File: config.mk
export PLATFORM = sky130hd
export DESIGN_NAME = array_table_insert_delete_sort_top_flat
export DESIGN_NICKNAME = d
export VERILOG_FILES = /design/src/rtl/core/atids_pkg.sv /design/src/rtl/core/atids_req_if.sv /design/src/rtl/core/atids_rsp_if.sv /design/src/rtl/core/atids_cmp.sv /design/src/rtl/core/atids_engine.sv /design/src/rtl/core/array_table_insert_delete_sort_top.sv /design/src/flat_wrapper.sv
export SDC_FILE = /design/constraint.sdc
export NUM_CORES = 1
export LEC_CHECK = 0
export ABC_AREA = 0
export BUFFER_PORTS_ARGS = -buffer_cell sky130_fd_sc_hd__buf_2
export CAP_MARGIN = 15
export CELL_PAD_IN_SITES_DETAIL_PLACEMENT = 1
export CELL_PAD_IN_SITES_GLOBAL_PLACEMENT = 1
export CORE_AREA = 2 2 277 197
export CTS_CLUSTER_DIAMETER = 100
export DETAILED_ROUTE_END_ITERATION = 8
export DIE_AREA = 0 0 279 199
export GPL_TIMING_DRIVEN = 0
export PLACE_DENSITY = 0.9
export SLEW_MARGIN = 20
export SYNTH_ARGS = -nofsm -noshare
export SYNTH_HDL_FRONTEND = slang
export SYNTH_SLANG_ARGS = --single-unit
File: constraint.sdc
create_clock -name clk -period 10.5 [get_ports clk]
set_input_delay 0.525 -clock clk [delete_from_list [all_inputs] [get_ports clk]]
set_output_delay 0.525 -clock clk [all_outputs]
set_load 0.005 [all_outputs]
File: src/rtl/core/atids_pkg.sv
// ============================================================================
// atids_pkg - shared types and codes for the sorted array table
// Operation and status codes, fixed field widths of the request and response
// beats, and the structs that pass between the top level, the engine and the comparator.
// ============================================================================
package atids_pkg;

    localparam int MODE_W     = 3;
    localparam int POS_W      = 5;
    localparam int VALUE_W    = 32;
    localparam int STATUS_W   = 2;
    localparam int INDEX_W    = 5;
    localparam int COUNT_W    = 5;
    localparam int DATA_OUT_W = 32;

    localparam logic [MODE_W-1:0] MODE_INSERT = 3'd0;
    localparam logic [MODE_W-1:0] MODE_DELETE = 3'd1;
    localparam logic [MODE_W-1:0] MODE_SORTED = 3'd2;
    localparam logic [MODE_W-1:0] MODE_SEARCH = 3'd3;
    localparam logic [MODE_W-1:0] MODE_SORT   = 3'd4;
    localparam logic [MODE_W-1:0] MODE_READ   = 3'd5;

    localparam logic [STATUS_W-1:0] STATUS_OK        = 2'd0;
    localparam logic [STATUS_W-1:0] STATUS_FULL      = 2'd1;
    localparam logic [STATUS_W-1:0] STATUS_RANGE     = 2'd2;
    localparam logic [STATUS_W-1:0] STATUS_NOT_FOUND = 2'd3;

    typedef struct packed {
        logic [MODE_W-1:0]         mode;
        logic [POS_W-1:0]          position;
        logic signed [VALUE_W-1:0] value;
    } req_t;

    typedef struct packed {
        logic [STATUS_W-1:0]          status;
        logic [INDEX_W-1:0]           index;
        logic [COUNT_W-1:0]           count;
        logic signed [DATA_OUT_W-1:0] data;
    } rsp_t;

    typedef struct packed {
        logic start;
        logic take;
    } eng_ctl_t;

    typedef struct packed {
        logic idle;
        logic done;
    } eng_stat_t;

    typedef struct packed {
        logic lt;
        logic eq;
    } cmp_res_t;

endpackage

File: src/rtl/core/atids_req_if.sv
// ============================================================================
// atids_req_if - request channel
// Valid/ready channel carrying one operation request per beat.
// ============================================================================
interface atids_req_if;

    logic                                  valid;
    logic                                  ready;
    logic [atids_pkg::MODE_W-1:0]          mode;
    logic [atids_pkg::POS_W-1:0]           position;
    logic signed [atids_pkg::VALUE_W-1:0]  value;

    modport source (output valid, output mode, output position, output value, input ready);
    modport sink   (input valid, input mode, input position, input value, output ready);

endinterface

File: src/rtl/core/atids_rsp_if.sv
// ============================================================================
// atids_rsp_if - response channel
// Valid/ready channel carrying one result per beat.
// ============================================================================
interface atids_rsp_if;

    logic                                     valid;
    logic                                     ready;
    logic [atids_pkg::STATUS_W-1:0]           status;
    logic [atids_pkg::INDEX_W-1:0]            index;
    logic [atids_pkg::COUNT_W-1:0]            count;
    logic signed [atids_pkg::DATA_OUT_W-1:0]  data;

    modport source (output valid, output status, output index, output count, output data,
                    input ready);
    modport sink   (input valid, input status, input index, input count, input data,
                    output ready);

endinterface

File: src/rtl/core/atids_cmp.sv
// ============================================================================
// atids_cmp - shared word comparator
// Signed less-than and equality of two words, used by every scan.
// ============================================================================
module atids_cmp #(
    parameter int DATA_WIDTH = 32
) (
    input  logic [DATA_WIDTH-1:0] a,
    input  logic [DATA_WIDTH-1:0] b,
    output atids_pkg::cmp_res_t   res
);

    assign res.lt = $signed(a) < $signed(b);
    assign res.eq = (a == b);

endmodule

File: src/rtl/core/atids_engine.sv
// ============================================================================
// atids_engine - table storage and operation sequencer
// Holds the entry memory and the fill count, and steps each operation through
// the memory one entry at a time using the shared comparator.
// ============================================================================
module atids_engine #(
    parameter int DEPTH      = 16,
    parameter int DATA_WIDTH = 32
) (
    input  logic                 clk,
    input  logic                 rst_n,
    input  atids_pkg::eng_ctl_t  ctl,
    input  atids_pkg::req_t      req,
    output atids_pkg::eng_stat_t stat,
    output atids_pkg::rsp_t      result
);

    localparam int CNT_W  = $clog2(DEPTH + 1);
    localparam int ADDR_W = $clog2(DEPTH);
    localparam int PCW    = (CNT_W > atids_pkg::POS_W) ? CNT_W : atids_pkg::POS_W;

    localparam logic [4:0] S_IDLE     = 5'd0;
    localparam logic [4:0] S_DISPATCH = 5'd1;
    localparam logic [4:0] S_RD_DATA  = 5'd2;
    localparam logic [4:0] S_SU_CHK   = 5'd3;
    localparam logic [4:0] S_SU_WR    = 5'd4;
    localparam logic [4:0] S_PLACE    = 5'd5;
    localparam logic [4:0] S_SD_CHK   = 5'd6;
    localparam logic [4:0] S_SD_WR    = 5'd7;
    localparam logic [4:0] S_SO_CHK   = 5'd8;
    localparam logic [4:0] S_SO_LOAD  = 5'd9;
    localparam logic [4:0] S_SO_RD    = 5'd10;
    localparam logic [4:0] S_SO_CMP   = 5'd11;
    localparam logic [4:0] S_SO_STORE = 5'd12;
    localparam logic [4:0] S_FI_CHK   = 5'd13;
    localparam logic [4:0] S_FI_CMP   = 5'd14;
    localparam logic [4:0] S_SC_CHK   = 5'd15;
    localparam logic [4:0] S_SC_CMP   = 5'd16;
    localparam logic [4:0] S_FINISH   = 5'd17;

    logic [DATA_WIDTH-1:0] mem [DEPTH];
    logic [DATA_WIDTH-1:0] rd_data_reg;
    logic                  mem_we;
    logic [ADDR_W-1:0]     mem_waddr;
    logic [ADDR_W-1:0]     mem_raddr;
    logic [DATA_WIDTH-1:0] mem_wdata;

    logic [4:0]                     state_reg,  state_next;
    logic [CNT_W-1:0]               count_reg,  count_next;
    logic [CNT_W-1:0]               i_reg,      i_next;
    logic [CNT_W-1:0]               j_reg,      j_next;
    logic [CNT_W-1:0]               tgt_reg,    tgt_next;
    logic [CNT_W-1:0]               idx_reg,    idx_next;
    logic [DATA_WIDTH-1:0]          cur_reg,    cur_next;
    logic [DATA_WIDTH-1:0]          data_reg,   data_next;
    logic [atids_pkg::STATUS_W-1:0] status_reg, status_next;
    logic                           found_reg,  found_next;
    logic [atids_pkg::MODE_W-1:0]   mode_reg;
    logic [PCW-1:0]                 pos_reg;
    logic [DATA_WIDTH-1:0]          val_reg;

    logic [CNT_W-1:0]      i_inc;
    logic [CNT_W-1:0]      i_dec;
    logic [CNT_W-1:0]      j_inc;
    logic [PCW-1:0]        cnt_ext;
    logic                  full;
    logic [DATA_WIDTH-1:0] cmp_b;
    atids_pkg::cmp_res_t   cmp;

    assign i_inc   = i_reg + CNT_W'(1);
    assign i_dec   = i_reg - CNT_W'(1);
    assign j_inc   = j_reg + CNT_W'(1);
    assign cnt_ext = PCW'(count_reg);
    assign full    = (count_reg == CNT_W'(DEPTH));

    atids_cmp #(
        .DATA_WIDTH (DATA_WIDTH)
    ) u_cmp (
        .a   (rd_data_reg),
        .b   (cmp_b),
        .res (cmp)
    );

    always_ff @(posedge clk)
    begin
        if (mem_we)
        begin
            mem[mem_waddr] <= mem_wdata;
        end
        rd_data_reg <= mem[mem_raddr];
    end

    always_comb
    begin
        state_next  = state_reg;
        count_next  = count_reg;
        i_next      = i_reg;
        j_next      = j_reg;
        tgt_next    = tgt_reg;
        idx_next    = idx_reg;
        cur_next    = cur_reg;
        data_next   = data_reg;
        status_next = status_reg;
        found_next  = found_reg;
        mem_we      = 1'b0;
        mem_waddr   = i_reg[ADDR_W-1:0];
        mem_wdata   = rd_data_reg;
        mem_raddr   = i_reg[ADDR_W-1:0];
        cmp_b       = val_reg;

        unique case (state_reg)
            S_IDLE:
            begin
                if (ctl.start)
                begin
                    state_next = S_DISPATCH;
                end
            end
            S_DISPATCH:
            begin
                status_next = atids_pkg::STATUS_OK;
                idx_next    = '0;
                data_next   = '0;
                found_next  = 1'b0;
                i_next      = '0;
                unique case (mode_reg) inside
                    atids_pkg::MODE_INSERT:
                    begin
                        if (full)
                        begin
                            status_next = atids_pkg::STATUS_FULL;
                            state_next  = S_FINISH;
                        end
                        else if (pos_reg > cnt_ext)
                        begin
                            status_next = atids_pkg::STATUS_RANGE;
                            state_next  = S_FINISH;
                        end
                        else
                        begin
                            tgt_next   = CNT_W'(pos_reg);
                            i_next     = count_reg;
                            state_next = S_SU_CHK;
                        end
                    end
                    atids_pkg::MODE_DELETE:
                    begin
                        if (pos_reg >= cnt_ext)
                        begin
                            status_next = atids_pkg::STATUS_RANGE;
                            state_next  = S_FINISH;
                        end
                        else
                        begin
                            i_next     = CNT_W'(pos_reg);
                            state_next = S_SD_CHK;
                        end
                    end
                    atids_pkg::MODE_SORTED, atids_pkg::MODE_SORT:
                    begin
                        state_next = S_SO_CHK;
                    end
                    atids_pkg::MODE_SEARCH:
                    begin
                        state_next = S_SC_CHK;
                    end
                    atids_pkg::MODE_READ:
                    begin
                        if (pos_reg >= cnt_ext)
                        begin
                            status_next = atids_pkg::STATUS_RANGE;
                            state_next  = S_FINISH;
                        end
                        else
                        begin
                            mem_raddr  = pos_reg[ADDR_W-1:0];
                            state_next = S_RD_DATA;
                        end
                    end
                    default:
                    begin
                        state_next = S_FINISH;
                    end
                endcase
            end
            S_RD_DATA:
            begin
                data_next  = rd_data_reg;
                idx_next   = CNT_W'(pos_reg);
                state_next = S_FINISH;
            end
            // Open a gap at the target by moving entries up, top one first.
            S_SU_CHK:
            begin
                if (i_reg == tgt_reg)
                begin
                    state_next = S_PLACE;
                end
                else
                begin
                    mem_raddr  = i_dec[ADDR_W-1:0];
                    state_next = S_SU_WR;
                end
            end
            S_SU_WR:
            begin
                mem_we     = 1'b1;
                mem_waddr  = i_reg[ADDR_W-1:0];
                mem_wdata  = rd_data_reg;
                i_next     = i_dec;
                state_next = S_SU_CHK;
            end
            S_PLACE:
            begin
                mem_we     = 1'b1;
                mem_waddr  = tgt_reg[ADDR_W-1:0];
                mem_wdata  = val_reg;
                count_next = count_reg + CNT_W'(1);
                idx_next   = tgt_reg;
                state_next = S_FINISH;
            end
            // Close the gap left by a delete, moving entries down.
            S_SD_CHK:
            begin
                if (i_inc >= count_reg)
                begin
                    count_next = count_reg - CNT_W'(1);
                    idx_next   = CNT_W'(pos_reg);
                    state_next = S_FINISH;
                end
                else
                begin
                    mem_raddr  = i_inc[ADDR_W-1:0];
                    state_next = S_SD_WR;
                end
            end
            S_SD_WR:
            begin
                mem_we     = 1'b1;
                mem_waddr  = i_reg[ADDR_W-1:0];
                mem_wdata  = rd_data_reg;
                i_next     = i_inc;
                state_next = S_SD_CHK;
            end
            // Exchange sort: the entry at i is held in cur_reg while the
            // entries above it are scanned, and written back at the end.
            S_SO_CHK:
            begin
                if (i_inc >= count_reg)
                begin
                    if (mode_reg == atids_pkg::MODE_SORTED)
                    begin
                        if (full)
                        begin
                            status_next = atids_pkg::STATUS_FULL;
                            state_next  = S_FINISH;
                        end
                        else
                        begin
                            i_next     = '0;
                            state_next = S_FI_CHK;
                        end
                    end
                    else
                    begin
                        state_next = S_FINISH;
                    end
                end
                else
                begin
                    mem_raddr  = i_reg[ADDR_W-1:0];
                    state_next = S_SO_LOAD;
                end
            end
            S_SO_LOAD:
            begin
                cur_next   = rd_data_reg;
                j_next     = i_inc;
                state_next = S_SO_RD;
            end
            S_SO_RD:
            begin
                mem_raddr  = j_reg[ADDR_W-1:0];
                state_next = S_SO_CMP;
            end
            S_SO_CMP:
            begin
                cmp_b = cur_reg;
                if (cmp.lt)
                begin
                    mem_we    = 1'b1;
                    mem_waddr = j_reg[ADDR_W-1:0];
                    mem_wdata = cur_reg;
                    cur_next  = rd_data_reg;
                end
                j_next = j_inc;
                if (j_inc >= count_reg)
                begin
                    state_next = S_SO_STORE;
                end
                else
                begin
                    state_next = S_SO_RD;
                end
            end
            S_SO_STORE:
            begin
                mem_we     = 1'b1;
                mem_waddr  = i_reg[ADDR_W-1:0];
                mem_wdata  = cur_reg;
                i_next     = i_inc;
                state_next = S_SO_CHK;
            end
            // Find the first entry not less than the value, then reuse the
            // positional insert from there.
            S_FI_CHK:
            begin
                if (i_reg >= count_reg)
                begin
                    tgt_next   = i_reg;
                    i_next     = count_reg;
                    state_next = S_SU_CHK;
                end
                else
                begin
                    mem_raddr  = i_reg[ADDR_W-1:0];
                    state_next = S_FI_CMP;
                end
            end
            S_FI_CMP:
            begin
                if (cmp.lt)
                begin
                    i_next     = i_inc;
                    state_next = S_FI_CHK;
                end
                else
                begin
                    tgt_next   = i_reg;
                    i_next     = count_reg;
                    state_next = S_SU_CHK;
                end
            end
            S_SC_CHK:
            begin
                if (i_reg >= count_reg)
                begin
                    if (found_reg)
                    begin
                        data_next = val_reg;
                    end
                    else
                    begin
                        status_next = atids_pkg::STATUS_NOT_FOUND;
                        idx_next    = '0;
                    end
                    state_next = S_FINISH;
                end
                else
                begin
                    mem_raddr  = i_reg[ADDR_W-1:0];
                    state_next = S_SC_CMP;
                end
            end
            S_SC_CMP:
            begin
                if (cmp.eq)
                begin
                    found_next = 1'b1;
                    idx_next   = i_reg;
                end
                i_next     = i_inc;
                state_next = S_SC_CHK;
            end
            S_FINISH:
            begin
                if (ctl.take)
                begin
                    state_next = S_IDLE;
                end
            end
            default:
            begin
                state_next = S_IDLE;
            end
        endcase
    end

    always_ff @(posedge clk or negedge rst_n)
    begin
        if (!rst_n)
        begin
            state_reg <= S_IDLE;
            count_reg <= '0;
        end
        else
        begin
            state_reg <= state_next;
            count_reg <= count_next;
        end
    end

    always_ff @(posedge clk)
    begin
        i_reg      <= i_next;
        j_reg      <= j_next;
        tgt_reg    <= tgt_next;
        idx_reg    <= idx_next;
        cur_reg    <= cur_next;
        data_reg   <= data_next;
        status_reg <= status_next;
        found_reg  <= found_next;
        if (state_reg == S_IDLE && ctl.start)
        begin
            mode_reg <= req.mode;
            pos_reg  <= PCW'(req.position);
            val_reg  <= DATA_WIDTH'($unsigned(req.value));
        end
    end

    assign stat.idle = (state_reg == S_IDLE);
    assign stat.done = (state_reg == S_FINISH);

    assign result.status = status_reg;
    assign result.index  = atids_pkg::INDEX_W'(idx_reg);
    assign result.count  = atids_pkg::COUNT_W'(count_reg);
    assign result.data   = atids_pkg::DATA_OUT_W'(data_reg);

endmodule

File: src/rtl/core/array_table_insert_delete_sort_top.sv
// ============================================================================
// array_table_insert_delete_sort_top - bounded sorted array table
// Keeps up to DEPTH signed words with insert, delete, sorted insert, search,
// sort and read operations, one response beat per request beat.
// ============================================================================
//
//  channel | direction | beat contents                      | handshake
//  --------+-----------+------------------------------------+-----------
//  req     | in        | mode, position, value              | valid/ready
//  rsp     | out       | status, index, count, data         | valid/ready
//
//  One request is worked at a time through the entry memory, which has one
//  read port and one write port; each entry visited takes a read step, then
//  a compare or write step. Sorted insert runs the sort, then the search
//  for its slot, then the shift.
//  After reset the fill count is zero; entry contents are left as they are.
//  A result waiting in the output register does not hold up the next request;
//  the engine only stalls when a second result is ready before the first is
//  taken.
//
module array_table_insert_delete_sort_top #(
    parameter int DEPTH      = 16,
    parameter int DATA_WIDTH = 32
) (
    input  logic        clk,
    input  logic        rst_n,
    atids_req_if.sink   req,
    atids_rsp_if.source rsp
);

    atids_pkg::eng_ctl_t  ctl;
    atids_pkg::eng_stat_t stat;
    atids_pkg::req_t      req_word;
    atids_pkg::rsp_t      result;
    atids_pkg::rsp_t      rsp_word_reg;
    logic                 rsp_valid_reg;
    logic                 rsp_valid_next;

    assign req_word.mode     = req.mode;
    assign req_word.position = req.position;
    assign req_word.value    = req.value;

    assign req.ready = stat.idle;
    assign ctl.start = req.valid && stat.idle;
    // The engine hands over its result only when the output register is free or its beat is being taken.
    assign ctl.take  = stat.done && (!rsp_valid_reg || rsp.ready);

    atids_engine #(
        .DEPTH      (DEPTH),
        .DATA_WIDTH (DATA_WIDTH)
    ) u_engine (
        .clk    (clk),
        .rst_n  (rst_n),
        .ctl    (ctl),
        .req    (req_word),
        .stat   (stat),
        .result (result)
    );

    always_comb
    begin
        rsp_valid_next = rsp_valid_reg;
        if (ctl.take)
        begin
            rsp_valid_next = 1'b1;
        end
        else if (rsp.ready)
        begin
            rsp_valid_next = 1'b0;
        end
    end

    always_ff @(posedge clk or negedge rst_n)
    begin
        if (!rst_n)
        begin
            rsp_valid_reg <= 1'b0;
        end
        else
        begin
            rsp_valid_reg <= rsp_valid_next;
        end
    end

    always_ff @(posedge clk)
    begin
        if (ctl.take)
        begin
            rsp_word_reg <= result;
        end
    end

    assign rsp.valid  = rsp_valid_reg;
    assign rsp.status = rsp_word_reg.status;
    assign rsp.index  = rsp_word_reg.index;
    assign rsp.count  = rsp_word_reg.count;
    assign rsp.data   = rsp_word_reg.data;

endmodule

File: src/flat_wrapper.sv
// flat-port wrapper written by rule: the top's interface ports become plain ports
module array_table_insert_delete_sort_top_flat 
#(
    parameter int DEPTH      = 16,
    parameter int DATA_WIDTH = 32
)
  (clk, rst_n, req_valid, req_mode, req_position, req_value, req_ready, rsp_valid, rsp_status, rsp_index, rsp_count, rsp_data, rsp_ready);
  atids_req_if req_i ();
  atids_rsp_if rsp_i ();
  input  logic clk;
  input  logic rst_n;
  input wire logic [$bits(req_i.valid)-1:0] req_valid;
  input wire logic [$bits(req_i.mode)-1:0] req_mode;
  input wire logic [$bits(req_i.position)-1:0] req_position;
  input wire logic [$bits(req_i.value)-1:0] req_value;
  output wire logic [$bits(req_i.ready)-1:0] req_ready;
  output wire logic [$bits(rsp_i.valid)-1:0] rsp_valid;
  output wire logic [$bits(rsp_i.status)-1:0] rsp_status;
  output wire logic [$bits(rsp_i.index)-1:0] rsp_index;
  output wire logic [$bits(rsp_i.count)-1:0] rsp_count;
  output wire logic [$bits(rsp_i.data)-1:0] rsp_data;
  input wire logic [$bits(rsp_i.ready)-1:0] rsp_ready;
  assign req_i.valid = req_valid;
  assign req_i.mode = req_mode;
  assign req_i.position = req_position;
  assign req_i.value = req_value;
  assign req_ready = req_i.ready;
  assign rsp_valid = rsp_i.valid;
  assign rsp_status = rsp_i.status;
  assign rsp_index = rsp_i.index;
  assign rsp_count = rsp_i.count;
  assign rsp_data = rsp_i.data;
  assign rsp_i.ready = rsp_ready;
  array_table_insert_delete_sort_top #(.DEPTH(DEPTH), .DATA_WIDTH(DATA_WIDTH)) u_core (.clk(clk), .rst_n(rst_n), .req(req_i), .rsp(rsp_i));
endmodule
==> impl_metrics.tcl <==
set metrics [dict create \
    run_status "completed" \
    grt_use_total_pct 37.2 \
    routabilityCongestion 0.924 \
    post_cts_buffers 0 \
    max_freq_mhz 107 \
    slew_viol_final 0 \
    clk_path_buf_depth 3 \
    cp.arrival_ns 9.71 \
    cap_violations 0 \
    grt_overflow 0 \
    finalCritPeriodShare_pct 89.4 \
    wl_met3_um 12200 \
    ys_warn_count 0 \
    grt_max_degree 27 \
    synth_area_per_cell_sq_um 15.9 \
    synth_nets 1983 \
    area.growth.synth_to_final_pct 14.6 \
    grt_setup_unrepaired "no" \
    place_inst 2712 \
    clk_latency_ns 0.64 \
    drc 0 \
    num_rows 71 \
    p_leak_nw 12.6 \
    synth_area_sq_mm 0.0298 \
    layout.nets 2194 \
    wl_met1_um 37300 \
    drt_iter0_drc 3001 \
    peakVddDrop_v 0.000155 \
    drt_wl_total_um 102000 \
    synth_edf_count 683 \
    cts_buffers 69 \
    cts_max_level 3 \
    largest_register_ffs 512 \
    cts_tree "built" \
    placed_area_sq_mm 0.0319 \
    finalHoldViolations 0 \
    ys_ff_latch 726 \
    crit_path_end_kind "flip-flop" \
    top_layer "met5" \
    io_pins 90 \
    path_cells "buf_2, nor3b_1, and3_1, clkbuf_1, clkbuf_1, mux2i_1, ha_1, nand4_1, nor4_1, a21boi_0, o31ai_1, nand4_1, mux2i_1, nand3_1, nor3b_2, buf_4, buf_4, buf_4" \
    die_w_um 279 \
    wire_per_inst_um 36.0 \
    start_util_pct 56.3 \
    drt.antenna.violating_nets 0 \
    final_area_sq_mm 0.0342 \
    ys_seq_area_share_pct 71.8 \
    first_global_vias 21100 \
    cts.sinks 726 \
    cp_max_fo 10 \
    die_h_um 199 \
    critical-path-max-stage-delay_ns 1.03 \
    worst_pin_slew_ns 1.27 \
    cp.required_ns 10.82 \
    total_power_w 0.0116 \
    core_sq_mm 0.0530 \
    whs_ns 0.0708 \
    final_core_util_pct 64.5 \
    syn_inst 1880 \
    crit_type "reg2reg" \
    critPathSlowestCell "nor4_1" \
    hold_path.class "in2reg" \
    drive_gt1_share_pct 15.5 \
    worst_setup_path_start_kind "flip-flop" \
    io_buffers 89 \
    synthDistinctLibCells 70 \
    via_count 20200 \
    drt_pass1_iterations 7 \
    async_flop_share_pct 1.52 \
    maxSlewHeadroom_pct 15.2 \
    hpwl_um 64300 \
    stdcell_count 2841 \
    synth_top_flop_cell "edfxtp_1" \
    clockRootBuffer "clkbuf_16" \
    finalSetupViolCount 0 \
    finalCriticalPeriod_ns 9.39 \
    via_per_inst 7.11 \
    clkSlewWorstSetupHoldPaths_ns 0.07 \
    grt_pass1_wl_um 147000 \
    die-area_sq_mm 0.0555 \
    antenna_found_initial 2 \
    max_flop_register "u_core.u_engine.mem" \
    skew_ns 0.0327 \
    p_per_area_mw_per_mm2 338 \
    wl_met2_um 46800 \
    cpMostUsedCell "buf_4" \
]
cells in the final DEF, fill, tap and decap left out, types with 25 or more instances in the layout:
cell,n
a21oi_1,36
a22o_1,32
a22oi_1,41
buf_2,138
buf_4,32
clkbuf_1,55
clkbuf_16,71
dfxtp_1,32
edfxtp_1,683
ha_1,58
mux2i_1,293
nand2_1,120
nand3_1,25
nor2_1,38
o22ai_1,135
or4_1,32
synthesized netlist by cell type (7+ instances only):
| library cell | n | share of area (%) |
|---|---|---|
| a21o_1 | 12 | 0.30 |
| a21oi_1 | 36 | 0.60 |
| a221o_1 | 8 | 0.27 |
| a22o_1 | 32 | 0.94 |
| a22oi_1 | 41 | 1.0 |
| a31oi_1 | 7 | 0.15 |
| and2_1 | 7 | 0.15 |
| and3_1 | 8 | 0.17 |
| buf_2 | 49 | 0.82 |
| clkbuf_1 | 37 | 0.47 |
| dfrtp_1 | 11 | 0.92 |
| dfxtp_1 | 32 | 2.1 |
| edfxtp_1 | 683 | 69 |
| ha_1 | 58 | 2.4 |
| inv_1 | 23 | 0.29 |
| mux2i_1 | 293 | 9.8 |
| nand2_1 | 120 | 1.5 |
| nand2b_1 | 8 | 0.17 |
| nand3_1 | 25 | 0.42 |
| nand4_1 | 10 | 0.21 |
| nor2_1 | 46 | 0.58 |
| nor2b_1 | 11 | 0.23 |
| nor3_1 | 17 | 0.29 |
| o21ai_0 | 19 | 0.32 |
| o22ai_1 | 135 | 2.8 |
| or4_1 | 32 | 0.81 |
| xnor2_1 | 16 | 0.47 |
worst max-delay path: cells and delay by family (launching register included):
| kind | cells | cell delay (ns) |
|---|---|---|
| AO/OA/AOI/OAI | 2 | 1.09 |
| adder cells (fa/ha/maj) | 1 | 0.39 |
| buffers and inverters | 6 | 2.85 |
| flip-flops | 1 | 0.38 |
| multiplexers | 2 | 0.53 |
| AND/OR/NAND/NOR | 7 | 3.81 |
power breakdown:
| part | internal (W) | switching (W) | total [W] |
|---|---|---|---|
| combinational | 0.00140 | 0.00318 | 0.00458 |
| sequential | 0.00407 | 0.000301 | 0.00437 |
| clock | 0.00146 | 0.00114 | 0.00260 |
layer usage:
metal | global-route usage [%] | vias to the layer above
met5 | 0 | -
met4 | 20.3 | 4
met3 | 10.7 | 490
met2 | 58.5 | 1697
met1 | 47.2 | 10100
li1 | - | 7908
metrics by stage:
| stage | worst slack (ns) | setup TNS [ns] |
|---|---|---|
| 2_1_floorplan | 3.52 | 0 |
| 3_3_place_gp | -1.15 | -221.52 |
| 3_5_place_dp | 1.95 | 0 |
| 4_1_cts | 1.60 | 0 |
| 5_1_grt | 1.04 | 0 |
| 6_report | 1.11 | 0 |
cells by family (layout without fill, tap and decap cells):
family,after synthesis,after routing,synth area share [%]
AOI/OAI and AO/OA,343,343,7.91
DFF,726,726,71.8
muxes,298,298,10.0
xor gates and xnor gates,20,20,0.587
other,0,1,0
adders and majority gates,59,59,2.50
and+or+nand+nor,319,319,5.49
buffers and inverters,115,382,1.69
final cells by class:
| type | instances | area (sq um) |
|---|---|---|
| antenna | 1 | 2.50 |
| buffer | 92 | 418 |
| clock buffer | 98 | 1970 |
| clock inverter | 29 | 324 |
| fill | 4671 | 18800 |
| inverter | 23 | 86.3 |
| multi-input combinational | 1039 | 8040 |
| sequential | 726 | 21400 |
| tap | 693 | 867 |
| timing repair buffer | 140 | 1050 |
what timing repair did:
action | 4_1_cts | 5_1_grt
resized for setup | 0 | 0
hold endpoints to repair | 11 | 0
hold buffers | 1 | 0
final timing paths:
path                            cells past startpoint  slack, ns                          from                            to
max in group asynchronous                           2       9.87                         rst_n  u_core.u_engine.state_reg[2]
min in group asynchronous                           2       0.37                         rst_n    u_core.u_engine.cnt_ext[4]
worst min-delay path                                1       0.07               req_position[1]    u_core.u_engine.pos_reg[1]
worst max-delay path                               18       1.11  u_core.u_engine.state_reg[4]     u_core.u_engine.mem[6][2]
worst max register to register                     18       1.11  u_core.u_engine.state_reg[4]     u_core.u_engine.mem[6][2]
worst min register to register                      0       0.42  u_core.u_engine.data_reg[15]           u_core.rsp.data[15]
Note: power is estimated with default switching activity, not from simulation.
